<file path="config.mk">
export PLATFORM = sky130hd
export DESIGN_NAME = lru_key_value_cache
export DESIGN_NICKNAME = d
export VERILOG_FILES = /design/src/sv/lkv_pkg.sv /design/src/sv/lkv_cell.sv /design/src/sv/lru_key_value_cache.sv
export SDC_FILE = /design/constraint.sdc
export NUM_CORES = 1
export LEC_CHECK = 0
export BUFFER_PORTS_ARGS = -buffer_cell sky130_fd_sc_hd__buf_2
export CORE_ASPECT_RATIO = 1.2
export CORE_MARGIN = 5
export CORE_UTILIZATION = 62
export CTS_CLUSTER_DIAMETER = 40
export CTS_CLUSTER_SIZE = 25
export DETAILED_ROUTE_END_ITERATION = 8
export MAX_ROUTING_LAYER = met4
export PLACE_DENSITY = 0.79
export SYNTH_ARGS = -nofsm -noshare
export SYNTH_HDL_FRONTEND = slang
export SYNTH_SLANG_ARGS = --single-unit
</file>
<file path="constraint.sdc">
create_clock -name clk -period 34.3 [get_ports clk]
set_clock_uncertainty 0.15 [all_clocks]
set_input_delay 0 -clock clk [delete_from_list [all_inputs] [get_ports clk]]
set_output_delay 0 -clock clk [all_outputs]
set_load 0.05 [all_outputs]
</file>
<file path="src/sv/lkv_pkg.sv">
// lkv_pkg: shared types and constants for the LRU key-value cache.
// Used by lkv_cell and lru_key_value_cache; no dependencies.
package lkv_pkg;

  localparam int ENTRIES = 16;
  localparam int KEY_W   = 32;
  localparam int VAL_W   = 32;
  localparam int CAP_W   = 5;
  localparam int CNT_W   = $clog2(ENTRIES + 1);
  localparam int MW      = (CAP_W > CNT_W) ? CAP_W : CNT_W;

  localparam logic [CAP_W-1:0] CAP_RESET = CAP_W'(16);
  localparam logic             ACT_GET   = 1'b0;
  localparam logic             ACT_PUT   = 1'b1;
  localparam logic [VAL_W-1:0] READ_MISS = {VAL_W{1'b1}};
  localparam logic [VAL_W-1:0] READ_PUT  = '0;

  typedef struct packed {
    logic             valid;
    logic [KEY_W-1:0] key;
    logic [VAL_W-1:0] value;
  } entry_t;

  typedef struct packed {
    logic go;
    logic hit;
    logic put;
  } ctl_t;

  typedef enum logic {
    S_IDLE,
    S_UPD
  } state_t;

endpackage

</file>
<file path="src/sv/lkv_cell.sv">
// lkv_cell: one recency slot of the LRU chain; compares a key and takes
// its upper neighbor's entry on an update. Depends on lkv_pkg.
module lkv_cell (
  input  logic                     clk,
  input  logic                     rst_n,
  input  logic                     clr,
  input  logic                     lk_en,
  input  logic [lkv_pkg::KEY_W-1:0] lk_key,
  input  lkv_pkg::ctl_t            ctl,
  input  logic                     in_cap,
  input  lkv_pkg::entry_t          prev_ent,
  input  logic                     mb_in,
  output lkv_pkg::entry_t          ent,
  output logic                     match,
  output logic                     mb_out
);

  logic                      valid_r;
  logic [lkv_pkg::KEY_W-1:0] key_r;
  logic [lkv_pkg::VAL_W-1:0] value_r;
  logic                      match_r;
  logic                      take;

  // hit: slots above the match shift down; miss put: slots up to the
  // first free one (or the capacity limit) shift down
  assign take = ctl.go && (ctl.hit ? !mb_in : (ctl.put && prev_ent.valid && in_cap));

  always_ff @(posedge clk) begin
    if (!rst_n || clr) begin
      valid_r <= 1'b0;
    end else if (take) begin
      valid_r <= prev_ent.valid;
    end
  end

  always_ff @(posedge clk) begin
    if (take) begin
      key_r   <= prev_ent.key;
      value_r <= prev_ent.value;
    end
  end

  always_ff @(posedge clk) begin
    if (!rst_n) begin
      match_r <= 1'b0;
    end else if (lk_en) begin
      match_r <= valid_r && (key_r == lk_key);
    end
  end

  assign ent    = {valid_r, key_r, value_r};
  assign match  = match_r;
  assign mb_out = mb_in | match_r;

endmodule

</file>
<file path="src/sv/lru_key_value_cache.sv">
// Usage: fully associative key-value cache with least-recently-used eviction.
// Input beat: in_tuser = action (0 get, 1 put), in_tdata = key, value.
// Output beat: out_tuser = hit, out_tdata = read_value (get hit: value,
// get miss: all ones, put: zero). One output beat per input beat, in order.
// The key is compared against every slot at the accepting edge; in the
// update state the chain of cells shifts to put the touched entry at the
// head and the output register is loaded. A beat is not accepted while
// the previous one is still in the update state.
// The next beat is taken as soon as the shift is done, even while the
// previous result still waits in the output register. If the receiver
// stalls with a result pending, the shift cycle waits for out_tready.
// Reset empties the store and sets capacity to 16. A cfg_we write loads
// capacity (0 acts as 1, values above the slot count saturate) and empties
// the store; write only while idle.
// Depends on lkv_pkg and lkv_cell.
module lru_key_value_cache (
  input  logic                       clk,
  input  logic                       rst_n,
  input  logic                       cfg_we,
  input  logic [lkv_pkg::CAP_W-1:0]  cfg_wdata,
  input  logic                       in_tvalid,
  output logic                       in_tready,
  input  logic [63:0]                in_tdata,   // key [31:0], value [63:32]
  input  logic [0:0]                 in_tuser,   // action [0]
  output logic                       out_tvalid,
  input  logic                       out_tready,
  output logic [31:0]                out_tdata,  // read_value [31:0]
  output logic [0:0]                 out_tuser   // hit [0]
);

  localparam int N = lkv_pkg::ENTRIES;

  lkv_pkg::state_t state_r, state_nxt;

  logic [lkv_pkg::CAP_W-1:0] cap_r;
  logic [lkv_pkg::MW-1:0]    eff_cap;
  logic [N-1:0]              cap_mask;

  logic                      put_r;
  logic [lkv_pkg::KEY_W-1:0] key_r;
  logic [lkv_pkg::VAL_W-1:0] val_r;

  logic                      out_valid_r, out_valid_nxt;
  logic                      out_hit_r;
  logic [lkv_pkg::VAL_W-1:0] out_data_r;

  logic                      in_acc;
  logic                      go;
  logic                      hit;
  logic [lkv_pkg::VAL_W-1:0] hit_val;
  logic [lkv_pkg::VAL_W-1:0] rd_val;
  lkv_pkg::ctl_t             ctl;
  lkv_pkg::entry_t           head;

  lkv_pkg::entry_t ent  [N];
  lkv_pkg::entry_t prev [N];
  logic [N-1:0]    match;
  logic [N-1:0]    vld;
  logic [N:0]      mb;

  // ---- state machine ----
  always_comb begin
    state_nxt = state_r;
    case (state_r)
      lkv_pkg::S_IDLE: if (in_tvalid) state_nxt = lkv_pkg::S_UPD;
      lkv_pkg::S_UPD:  if (!out_valid_r || out_tready) state_nxt = lkv_pkg::S_IDLE;
      default:         state_nxt = lkv_pkg::S_IDLE;
    endcase
  end

  always_comb begin
    in_tready = 1'b0;
    go        = 1'b0;
    case (state_r)
      lkv_pkg::S_IDLE: in_tready = 1'b1;
      lkv_pkg::S_UPD:  go = !out_valid_r || out_tready;
      default: begin
        in_tready = 1'b0;
        go        = 1'b0;
      end
    endcase
  end

  always_ff @(posedge clk) begin
    if (!rst_n) begin
      state_r <= lkv_pkg::S_IDLE;
    end else begin
      state_r <= state_nxt;
    end
  end

  assign in_acc = in_tvalid && in_tready;

  // ---- capacity ----
  always_ff @(posedge clk) begin
    if (!rst_n) begin
      cap_r <= lkv_pkg::CAP_RESET;
    end else if (cfg_we) begin
      cap_r <= cfg_wdata;
    end
  end

  always_comb begin
    if (cap_r == '0) begin
      eff_cap = lkv_pkg::MW'(1);
    end else if (lkv_pkg::MW'(cap_r) > lkv_pkg::MW'(N)) begin
      eff_cap = lkv_pkg::MW'(N);
    end else begin
      eff_cap = lkv_pkg::MW'(cap_r);
    end
  end

  // ---- request hold ----
  always_ff @(posedge clk) begin
    if (in_acc) begin
      put_r <= (in_tuser[0] == lkv_pkg::ACT_PUT);
      key_r <= in_tdata[31:0];
      val_r <= in_tdata[63:32];
    end
  end

  // ---- cell chain ----
  assign hit = |match;

  always_comb begin
    hit_val = '0;
    for (int i = 0; i < N; i++) begin
      hit_val = hit_val | (match[i] ? ent[i].value : '0);
    end
  end

  assign ctl.go  = go;
  assign ctl.hit = hit;
  assign ctl.put = put_r;

  assign head.valid = 1'b1;
  assign head.key   = key_r;
  assign head.value = put_r ? val_r : hit_val;

  assign mb[0] = 1'b0;

  for (genvar i = 0; i < N; i++) begin : g_cell
    assign cap_mask[i] = (lkv_pkg::MW'(i) < eff_cap);
    assign vld[i]      = ent[i].valid;

    if (i == 0) begin : g_head
      assign prev[i] = head;
    end else begin : g_link
      assign prev[i] = ent[i-1];
    end

    lkv_cell u_cell (
      .clk      (clk),
      .rst_n    (rst_n),
      .clr      (cfg_we),
      .lk_en    (in_acc),
      .lk_key   (in_tdata[31:0]),
      .ctl      (ctl),
      .in_cap   (cap_mask[i]),
      .prev_ent (prev[i]),
      .mb_in    (mb[i]),
      .ent      (ent[i]),
      .match    (match[i]),
      .mb_out   (mb[i+1])
    );
  end

  // ---- output register ----
  always_comb begin
    if (put_r) begin
      rd_val = lkv_pkg::READ_PUT;
    end else if (hit) begin
      rd_val = hit_val;
    end else begin
      rd_val = lkv_pkg::READ_MISS;
    end
  end

  always_comb begin
    if (go) begin
      out_valid_nxt = 1'b1;
    end else if (out_tready) begin
      out_valid_nxt = 1'b0;
    end else begin
      out_valid_nxt = out_valid_r;
    end
  end

  always_ff @(posedge clk) begin
    if (!rst_n) begin
      out_valid_r <= 1'b0;
    end else begin
      out_valid_r <= out_valid_nxt;
    end
  end

  always_ff @(posedge clk) begin
    if (go) begin
      out_hit_r  <= hit;
      out_data_r <= rd_val;
    end
  end

  assign out_tvalid   = out_valid_r;
  assign out_tdata    = out_data_r;
  assign out_tuser[0] = out_hit_r;

`ifndef SYNTH
  a_match_unique: assert property (@(posedge clk) disable iff (!rst_n)
    (state_r == lkv_pkg::S_UPD) |-> $onehot0(match))
    else $error("key matched in more than one slot");

  a_valid_prefix: assert property (@(posedge clk) disable iff (!rst_n)
    ((vld & (vld + N'(1))) == '0))
    else $error("valid slots are not a prefix of the chain");

  a_occ_cap: assert property (@(posedge clk) disable iff (!rst_n)
    ($past(cfg_we) == 1'b0) |-> (lkv_pkg::MW'($countones(vld)) <= eff_cap))
    else $error("occupancy above capacity");

  a_put_head: assert property (@(posedge clk) disable iff (!rst_n)
    (go && put_r && !cfg_we) |=> vld[0])
    else $error("put left head slot empty");
`endif

endmodule
</file>
# [Yosys cells after proc, flatten, opt, wreduce, memory -nomap -nowiden]
# Index checks and enable logic that the tools add are counted.
[op_classes] n_mux=43 reduce_logical=86 n_bitwise=30 magnitude_cmp=17 eq_ne=16
[op_table] op="two-way mux 32 bit" count=18
[op_table] op="== test 32 bit" count=16
[op_table] op="bitwise OR 32 bit" count=15
[op_table] op="logical AND 1 bit" count=64
[op_table] op="less-than comparator 4 x 5 -> 1 bit (first input constant)" count=8
[op_table] op="two-way mux 1 bit" count=22
[op_table] op="less-than comparator 3 x 5 -> 1 bit (first input constant)" count=4
[op_table] op="logical NOT 1 bit" count=17
[op_table] op="OR reduction 16 bit" count=1
[op_table] op="bitwise OR 1 bit" count=14
[op_table] op="less-than comparator 1 x 5 -> 1 bit (first input constant)" count=2
[op_table] op="less-than comparator 2 x 5 -> 1 bit (first input constant)" count=2
[op_table] op="two-way mux 5 bit" count=2
[op_table] op="> comparator 5 bit (second input constant)" count=1
[op_table] op="logical NOT 5 bit" count=1
[op_table] op="logical OR 1 bit" count=2
[op_table] op="case mux 1 bit (2 select lines)" count=1
[op_table] op="nonzero test 2 bit" count=1
[op_table] op="inverter 1 bit" count=1
[word_totals] reg_bits=1161 inputBits=75 output_inout_bits=35

# [Longest topological paths before layout]
# Gate-level depths: netlist (run 1).
[depth] word_depth=17 mapped_depth=8 mapped_depth_nobuf=5

# [By module]
# Synthesis (run 1) repeated with hierarchy kept, for this count alone.
[hier_totals] hier_cells=2516 area_unflattened_um2=45119.5
[by_module_without_submodules] module="lkv_cell" area_per_inst_um2=2384.8 instances=16 cells_each=119
[by_module_without_submodules] module="lru_key_value_cache" area_per_inst_um2=6962.9 instances=1 cells_each=612

# [Least setup slack after synthesis (run 1)]
# Ideal clock, no wire load.
[synth_path] path_kind="register to register" start="register g_cell[3].u_cell.match_r" end="register g_cell[12].u_cell.valid_r" path_stages_with_launch=7 n_path_buf=2 arrival_time_ps=12299 setup_slack_ps=21298 synth_period_minus_slack_ps=13002 path_cell_list="dfxtp_1 buf_6 or4_4 or2_2 clkbuf_1 a2111oi_0 o21ai_0"
[synth_between] elab_chain_cells=12 elab_cells_between_ends=13
[synth_rtl] element="start, declared" line="lkv_cell.sv:21" source="logic match_r;"
[synth_rtl] element="start signal, assigned" line="lkv_cell.sv:47" source="match_r <= valid_r && (key_r == lk_key);"
[synth_rtl] element="bitwise OR 1 bit (9 in series)" line="lkv_cell.sv:53" source="assign mb_out = mb_in | match_r;"
[synth_rtl] element="logical NOT 1 bit" line="lkv_cell.sv:26" source="assign take = ctl.go && (ctl.hit ? !mb_in : (ctl.put && prev_ent.valid && in_cap));"
[synth_rtl] element="two-way mux 1 bit (*)" line="lkv_cell.sv:26"
[synth_rtl] element="logical AND 1 bit (*)" line="lkv_cell.sv:26"
[synth_rtl] element="via g_cell[12].u_cell.take" line="lkv_cell.sv:22" source="logic take;"
[synth_rtl] element="end signal, assigned" line="lkv_cell.sv:32" source="valid_r <= prev_ent.valid;"
[synth_rtl] element="end, declared" line="lkv_cell.sv:18" source="logic valid_r;"
# The timed path passes the listed nets; every way through them passes the cells marked *.
# A chain may end at the register's enable or synchronous reset.

# [Final worst setup path (run 1)]
[layout_path] start="register g_cell[2].u_cell.match_r" end="register g_cell[8].u_cell.value_r[10] (netlist bit) (enable)"
[layout_between] elab_chain_cells=9 elab_cells_between_ends=10
[layout_rtl] element="start, declared" line="lkv_cell.sv:21"
[layout_rtl] element="start signal, assigned" line="lkv_cell.sv:47"
[layout_rtl] element="bitwise OR 1 bit (6 in series)" line="lkv_cell.sv:53"
[layout_rtl] element="logical NOT 1 bit" line="lkv_cell.sv:26"
[layout_rtl] element="two-way mux 1 bit (*)" line="lkv_cell.sv:26"
[layout_rtl] element="logical AND 1 bit (*)" line="lkv_cell.sv:26"
[layout_rtl] element="via g_cell[8].u_cell.take" line="lkv_cell.sv:22"
[layout_rtl] element="end signal, assigned" line="lkv_cell.sv:39" source="value_r <= prev_ent.value;"
[layout_rtl] element="end, declared" line="lkv_cell.sv:20" source="logic [lkv_pkg::VAL_W-1:0] value_r;"
# Marks and branches as above.

==> results of run 1 <==
through the flow:
step	worst slack, ns	utilization, %	cell area [sq um]	power, mW	std cells
final	29.68	71.8	51700	3.00	3902
after floorplan	21.30	-	44800	1.64	2628
after global placement	29.82	64.5	46400	1.67	3560
after CTS	29.74	71.8	51700	3.00	3899
after detailed placement	29.75	64.5	46400	1.68	3560
after global routing	29.61	71.8	51700	3.07	3901
Yosys cell counts, types with 4 or more instances:
cell type and number:
edfxtp_1 1122, xnor2_1 288, xor2_1 224, clkbuf_1 130
a22oi_1 128, nand4_1 97, nand3_1 72, nor4_1 69
a221oi_1 64, a22o_1 64, o21ai_0 55, mux2i_1 46
nor2_1 42, dfxtp_1 39, inv_1 37, nand2_1 37
nor3_1 20, buf_1 19, a21oi_1 11, nor2b_1 8
or4_1 5, o211ai_1 4, or3_1 4
where the power goes:
part | leakage, nW | total [mW] | internal, mW | switching (mW)
clock | 2.02 | 1.34 | 0.754 | 0.585
sequential | 10.5 | 1.55 | 1.55 | 0.00590
combinational | 4.26 | 0.103 | 0.0362 | 0.0666
total | 16.8 | 3.00 | 2.34 | 0.658
what timing repair did:
item	4_1_cts	5_1_grt
endpoints found under the hold margin	104	0
hold buffers	112	0
setup endpoints to repair	0	0
per-layer routing:
layer | share of wire, % | routed length (um) | vias up | GRT usage (%)
li1 | - | - | 10669 | -
met2 | 48 | 56900 | 1933 | 49.2
met4 | 6.0 | 7110 | 0 | 14.6
met1 | 35 | 42100 | 12742 | 39.5
met5 | 0 | 0 | - | -
met3 | 11 | 13000 | 455 | 6.27
logic make-up (layout without fill, tap and decap cells):
kind of cell	after synthesis	after routing
flops	1161	1161
compound gates	355	355
xor+xnor	512	512
buf+inv	190	526
mux	46	46
simple gates	364	364
other cells	0	3
how the worst max path moves through the flow:
stage,start,end,slack (ns),cells past startpoint
CTS,g_cell[2].u_cell.match$_SDFFE_PN0P_,g_cell[8].u_cell.value_r[23]$_DFFE_PP_,29.74,5
global route,g_cell[2].u_cell.match$_SDFFE_PN0P_,g_cell[8].u_cell.value_r[10]$_DFFE_PP_,29.61,5
floorplan,g_cell[3].u_cell.match$_SDFFE_PN0P_,g_cell[12].u_cell.valid_r$_SDFFE_PP0P_,21.30,6
detailed placement,g_cell[2].u_cell.match$_SDFFE_PN0P_,g_cell[8].u_cell.value_r[16]$_DFFE_PP_,29.75,5
global placement,g_cell[2].u_cell.match$_SDFFE_PN0P_,g_cell[8].u_cell.value_r[16]$_DFFE_PP_,29.82,5
finish,g_cell[2].u_cell.match$_SDFFE_PN0P_,g_cell[8].u_cell.value_r[10]$_DFFE_PP_,29.68,5
layout make-up:
class	instances	area, sq um
diodes	3	7.51
clock buffers	135	3220
clock inverters	92	932
fillers	4278	20300
inverters	37	139
multi-input cells	1277	9780
flip-flops and latches	1161	34500
well taps	935	1170
repair buffers	262	1970
sequential cells by signal, indices dropped and copies added, names as in the netlist:
| register | count |
|---|---|
| g_cell.u_cell.match | 16 |
| put_r | 1 |
| out_tuser | 1 |
| out_tvalid | 1 |
| g_cell.u_cell.valid_r | 16 |
| cap_r | 5 |
| val_r | 32 |
| g_cell.u_cell.key_r | 512 |
| out_tdata | 32 |
| g_cell.u_cell.value_r | 512 |
| key_r | 32 |
| state_r | 1 |
worst reg2reg max path, stage by stage (launching register included):
cell and delay (ns):
dfxtp_2 0.63, or4_4 0.71, or4_1 0.69, or4_1 0.54, a21oi_4 0.89, buf_4 0.60
==> reports/metrics.cfg, run 1 <==
[timing]
drv_slew = 0
rsz0062_at_grt = false
post-route-period-util_pct = 13.5
period_needed_ns = 4.62
hold_slack_ns = 0.0582
setup_tns_ns = 0
setup_viol = 0
worstMarginPinSlew_ns = 1.18
fmax_mhz = 216
relSlewSlack_pct = 21.2
hold_viol = 0

[critical_path]
r2r-end = g_cell[8].u_cell.value_r[10]$_DFFE_PP_
critPathMaxStageDelay_ns = 0.89
critPathTopFamily = simple AND/OR/NAND/NOR gates
cp-start-kind = flip-flop
worstSetupEndpointType = flip-flop
critical_path.max_fanout = 36
cpMaxStageDelayCell = a21oi_4
path_cells = or4_4 -> or4_1 -> or4_1 -> a21oi_4 -> buf_4
cp_data_arrival_time_ns = 4.79
cp_num_buf_inv = 1
cpMostUsedCell = or4_1
r2r_setup_slack_ns = 29.68
r2r-start = g_cell[2].u_cell.match$_SDFFE_PN0P_
path_class = flip-flop to flip-flop
r2r_cells = 5
crit_required_ns = 34.47

[yosys]
synth_xor_area_share_pct = 10.0
synth_top_area_share_pct = 75.2
synthMuxAreaShare_pct = 1.03
synth_flop_cell = edfxtp_1
synth-seq-cells = 1161
synth_area_leaders = edfxtp_1 (75%), xnor2_1 (5.6%), xor2_1 (4.4%)
synth_adder_area_share_pct = 0
netlist_area_sq_um = 44800
synth_top_family_by_area = XOR/XNOR gates
syn-instance-count = 2628
synth.net_count = 2703
synth-edff-count = 1122
synth-compound-area-share_pct = 6.02
yosys.area.top_type = edfxtp_1
synth-async-reset-ratio_pct = 0
ys_seq_area_share_pct = 76.9
synth-warning-count = 0
synthSimpleGateAreaFrac_pct = 4.44
yosysUniqueCellTypes = 50
avgSynthCellArea_sq_um = 17.1

[detailed_routing]
routed_wl_um = 119000
routed_via_density = 6.61
antenna_left = 0
dr_total_vias = 25799
drtIter0Drc = 3398
drc_errors = 0
routedWlPerCell_um = 30.5
dr.pass1.iters = 6

[global_route]
grt_max_degree = 67
grt_pass1_vias = 26455
grt-ovfl-total = 0
track_usage_pct = 31.1
antenna_found_initial = 2
grt_pass1_wl_um = 174000

[floorplan]
io_pins = 110
die_h_um = 305
core-area_sq_um = 72000
rows = 108
start_util_pct = 62.2
die_x_um = 255
dieArea_sq_um = 77800

[finish]
area_growth_pct = 15.4
drive_gt1_share_pct = 13.4
layout_commonest_cell = edfxtp_1
final_cell_mix = edfxtp_1 (1122), xnor2_1 (288), xor2_1 (224), a22oi_1 (128), clkbuf_16 (127)
final_nets = 2933

[placement]
place_hpwl_um = 73100
gp_congestion = 0.923
io_buffers = 109

[clocking]
post_cts_resized = 0
cts_inserted_buffers = 119
ctsHtreeMaxLevel = 3
clk_path_buf_depth = 3
cts_tree = yes
clk_pin_slew_ns = 0.07
clock_latency_ns = 0.68
post-cts-setup-buffers = 0
clock_sinks = 1161
root_buffer = clkbuf_16

[run]
drv_cap = 0

[hold_path]
min_from = in_tvalid
holdPathStages = 4
hold_class = input pin to flip-flop
whs_endpoint = state_r$_SDFF_PN0_

[power_and_ir_drop]
p_leak_nw = 16.8
powerDensity_nw_per_um2 = 57.9
vdd_drop_max_mv = 0.0583

[outcome]
status = finished clean

No activity file was read; power rests on OpenSTA's default activity.
==> inputs of run 2 (changes only) <==
--- a/config.mk
+++ b/config.mk
@@ -8,12 +8,12 @@
 export BUFFER_PORTS_ARGS = -buffer_cell sky130_fd_sc_hd__buf_2
 export CORE_ASPECT_RATIO = 1.2
 export CORE_MARGIN = 5
-export CORE_UTILIZATION = 62
+export CORE_UTILIZATION = 56
 export CTS_CLUSTER_DIAMETER = 40
 export CTS_CLUSTER_SIZE = 25
 export DETAILED_ROUTE_END_ITERATION = 8
 export MAX_ROUTING_LAYER = met4
-export PLACE_DENSITY = 0.79
+export PLACE_DENSITY = 0.75
 export SYNTH_ARGS = -nofsm -noshare
 export SYNTH_HDL_FRONTEND = slang
 export SYNTH_SLANG_ARGS = --single-unit
==> constraint.sdc (replaced) <==
create_clock -name clk -period 3.8 [get_ports clk]
set_clock_uncertainty 0.15 [all_clocks]
set_input_delay 0 -clock clk [delete_from_list [all_inputs] [get_ports clk]]
set_output_delay 0 -clock clk [all_outputs]
set_load 0.05 [all_outputs]
==> reports/metrics.cfg, run 2 (same netlist as run 1, synthesis figures left out) <==
[timing]
fmax_mhz = 314  ; +45%
relSlewSlack_pct = 26.7  ; +5.5 points
timing.final.ws_setup_ns = 0.620  ; -29.06 ns
drv_slew = 0  ; unchanged
rsz0062_at_grt = false
period_needed_ns = 3.18  ; -1.44 ns
hold_viol = 0  ; unchanged
worstMarginPinSlew_ns = 1.10  ; -0.0802 ns
post-route-period-util_pct = 83.7  ; +70 points
setup_viol = 0  ; unchanged

[placement]
place_hpwl_um = 76200  ; +4.3%
gp_congestion = 0.935  ; +1.3%
place_ws_ns = 0.643  ; -29.10 ns
io_buffers = 109  ; unchanged
place_area_sq_um = 46800  ; +0.81%
numPlacedInstances = 3680  ; +3.4%

[outcome]
status = finished clean

[critical_path]
path_cells = nor3_1 -> nand3_1 -> nor4_1 -> a41o_2 -> buf_4
r2r-end = g_cell[11].u_cell.value_r[6]$_DFFE_PP_
r2r_cells = 5  ; unchanged
cp_data_arrival_time_ns = 3.37  ; -1.42 ns
path_class = flip-flop to flip-flop
critical_path.max_fanout = 32  ; -11%
r2r-start = g_cell[15].u_cell.match$_SDFFE_PN0P_
cp_num_buf_inv = 1  ; unchanged
crit_required_ns = 3.99  ; -30.48 ns
cp_num_cells = 5  ; unchanged
r2r_setup_slack_ns = 0.62  ; -29.06 ns
critPathTopFamily = simple AND/OR/NAND/NOR gates
critPathMaxStageDelay_ns = 0.68  ; -0.21 ns
cpMaxStageDelayCell = nor3_1
worstSetupEndpointType = flip-flop
cp-start-kind = flip-flop

[hold_path]
min_from = in_tdata[31]
hold_class = input pin to flip-flop
whs_endpoint = key_r[31]$_DFFE_PP_
holdPathStages = 2  ; -2

[finish]
instances_no_fill = 4045  ; +3.7%
layout_commonest_cell = edfxtp_1
final_cell_area_sq_um = 52600  ; +1.7%
final_cell_mix = edfxtp_1 (1122), xnor2_1 (288), xor2_1 (224), clkbuf_16 (134), a22oi_1 (128)
drive_gt1_share_pct = 14.1  ; +0.70 points
final_nets = 2978  ; +1.5%
reg_top3 = g_cell.u_cell.key_r: 512 flops, g_cell.u_cell.value_r: 512 flops
area_growth_pct = 17.3
fin_util_pct = 66.3  ; -5.5 points

[clocking]
cts_inserted_buffers = 130  ; +9.2%
clock_latency_ns = 0.73  ; +0.05 ns
clock_sinks = 1161  ; unchanged
post_cts_resized = 0  ; unchanged
clk_path_buf_depth = 3  ; unchanged
root_buffer = clkbuf_16
ctsHtreeMaxLevel = 4  ; +1
cts_tree = yes
clk_pin_slew_ns = 0.07  ; about the same

[global_route]
track_usage_pct = 29.7  ; -1.4 points
grt_pass1_wl_um = 180000  ; +3.1%
grt-ovfl-total = 0  ; unchanged
antenna_found_initial = 1  ; -1
grt_pass1_vias = 26994  ; +2.0%
grt_max_degree = 67  ; unchanged

[power_and_ir_drop]
vdd_drop_max_mv = 0.671  ; +1100%
p_leak_nw = 17.1  ; +2.0%
p_sw_share_pct = 21.7  ; -0.28 points
p_clk_share_pct = 46.4  ; +1.7 points
switchingPower_mw = 6.06  ; +820%
powerDensity_nw_per_um2 = 532  ; +820%
p_seq_share_pct = 50.2  ; -1.7 points
p_total_mw = 28.0  ; +830%
intPower_mw = 21.9  ; +840%
power_frac_comb_pct = 3.4  ; about the same

[detailed_routing]
dr_total_vias = 26221  ; +1.6%
routed_via_density = 6.48  ; -2.0%
drtIter0Drc = 3543  ; +4.3%
routedWlPerCell_um = 30.8  ; +0.95%
dr.pass1.iters = 5  ; -1
routed_wl_um = 125000  ; +4.6%
drc_errors = 0  ; unchanged
antenna_left = 0  ; unchanged

[run]
drv_cap = 0  ; unchanged

[floorplan]
die_x_um = 268  ; +5.0%
rows = 113  ; +4.6%
dieArea_sq_um = 85800  ; +10%
die_h_um = 320  ; +5.0%
io_pins = 110  ; unchanged
start_util_pct = 56.5  ; -5.7 points
core-area_sq_um = 79300  ; +10%

[run 2: cell types whose count changed in the layout (fill, tap and decap cells not counted), sizes merged]
| cell | delta |
|---|---|
| diode | -2 |
| buf | +20 |
| clkbuf | +9 |
| dlygate4sd3 | +14 |
| inv | -1 |
| clkinvlp | -1 |
| bufinv | +6 |
| clkinv | -2 |
[run 2: area by class of cell]
cell class                 instances  area [sq um]
timing repair buffer             296          2330
antenna                            1          2.50
clock inverter                    94          1110
clock buffer                     144          3390
sequential                      1161         34500
multi-input combinational       1277          9820
inverter                          37           139
tap                             1035          1290
fill                            5169         26700
[run 2: stage by stage]
| step | TNS, ns | hold slack [ns] |
|---|---|---|
| after global routing | 0 | 0.206 |
| final | 0 | 0.249 |
| after CTS | 0 | 0.183 |
| after global placement | 0 | 0.0286 |
| after floorplan | -125.85 | -0.0511 |
| after detailed placement | 0 | 0.0283 |
[run 2: routing by layer]
layer | vias up | GRT usage, % | wire length (um)
met2 | 1930 | 46.5 | 59600
met3 | 471 | 6.17 | 13300
met4 | 0 | 14.3 | 7110
met5 | - | - | 0
met1 | 13053 | 37.4 | 44500
li1 | 10767 | - | -
[run 2: worst register-to-register path: cells and delay by family (launching register included)]
kind,cells,cell delay (ns)
compound gates,1,0.20
buf+inv,1,0.49
flops,1,0.42
simple gates,3,1.48
[run 2: worst max-delay path by stage]
stage | endpoint | startpoint | slack, ns
final | g_cell[11].u_cell.value_r[6]$_DFFE_PP_ | g_cell[15].u_cell.match$_SDFFE_PN0P_ | 0.62
after floorplan | g_cell[14].u_cell.valid_r$_SDFFE_PP0P_ | g_cell[3].u_cell.match$_SDFFE_PN0P_ | -0.58
after global placement | g_cell[0].u_cell.key_r[0]$_DFFE_PP_ | g_cell[5].u_cell.match$_SDFFE_PN0P_ | 0.68
after detailed placement | g_cell[0].u_cell.key_r[0]$_DFFE_PP_ | g_cell[5].u_cell.match$_SDFFE_PN0P_ | 0.64
after global routing | g_cell[0].u_cell.key_r[17]$_DFFE_PP_ | g_cell[5].u_cell.match$_SDFFE_PN0P_ | 0.53
after CTS | g_cell[0].u_cell.key_r[17]$_DFFE_PP_ | g_cell[5].u_cell.match$_SDFFE_PN0P_ | 0.63
[run 2: power groups by stage]
stage | sequential (mW) | clock [mW] | combinational, mW
after floorplan | 14.4 | 0 | 0.478
after global placement | 14.3 | 0 | 0.833
after detailed placement | 14.3 | 0 | 0.850
after CTS | 14.0 | 13.1 | 0.962
after global routing | 14.0 | 13.7 | 1.01
final | 14.0 | 13.0 | 0.962
[run 2: repair_timing]
action                    CTS  global route
hold buffers              126             0
setup buffers               0             0
hold endpoints to repair  108             0
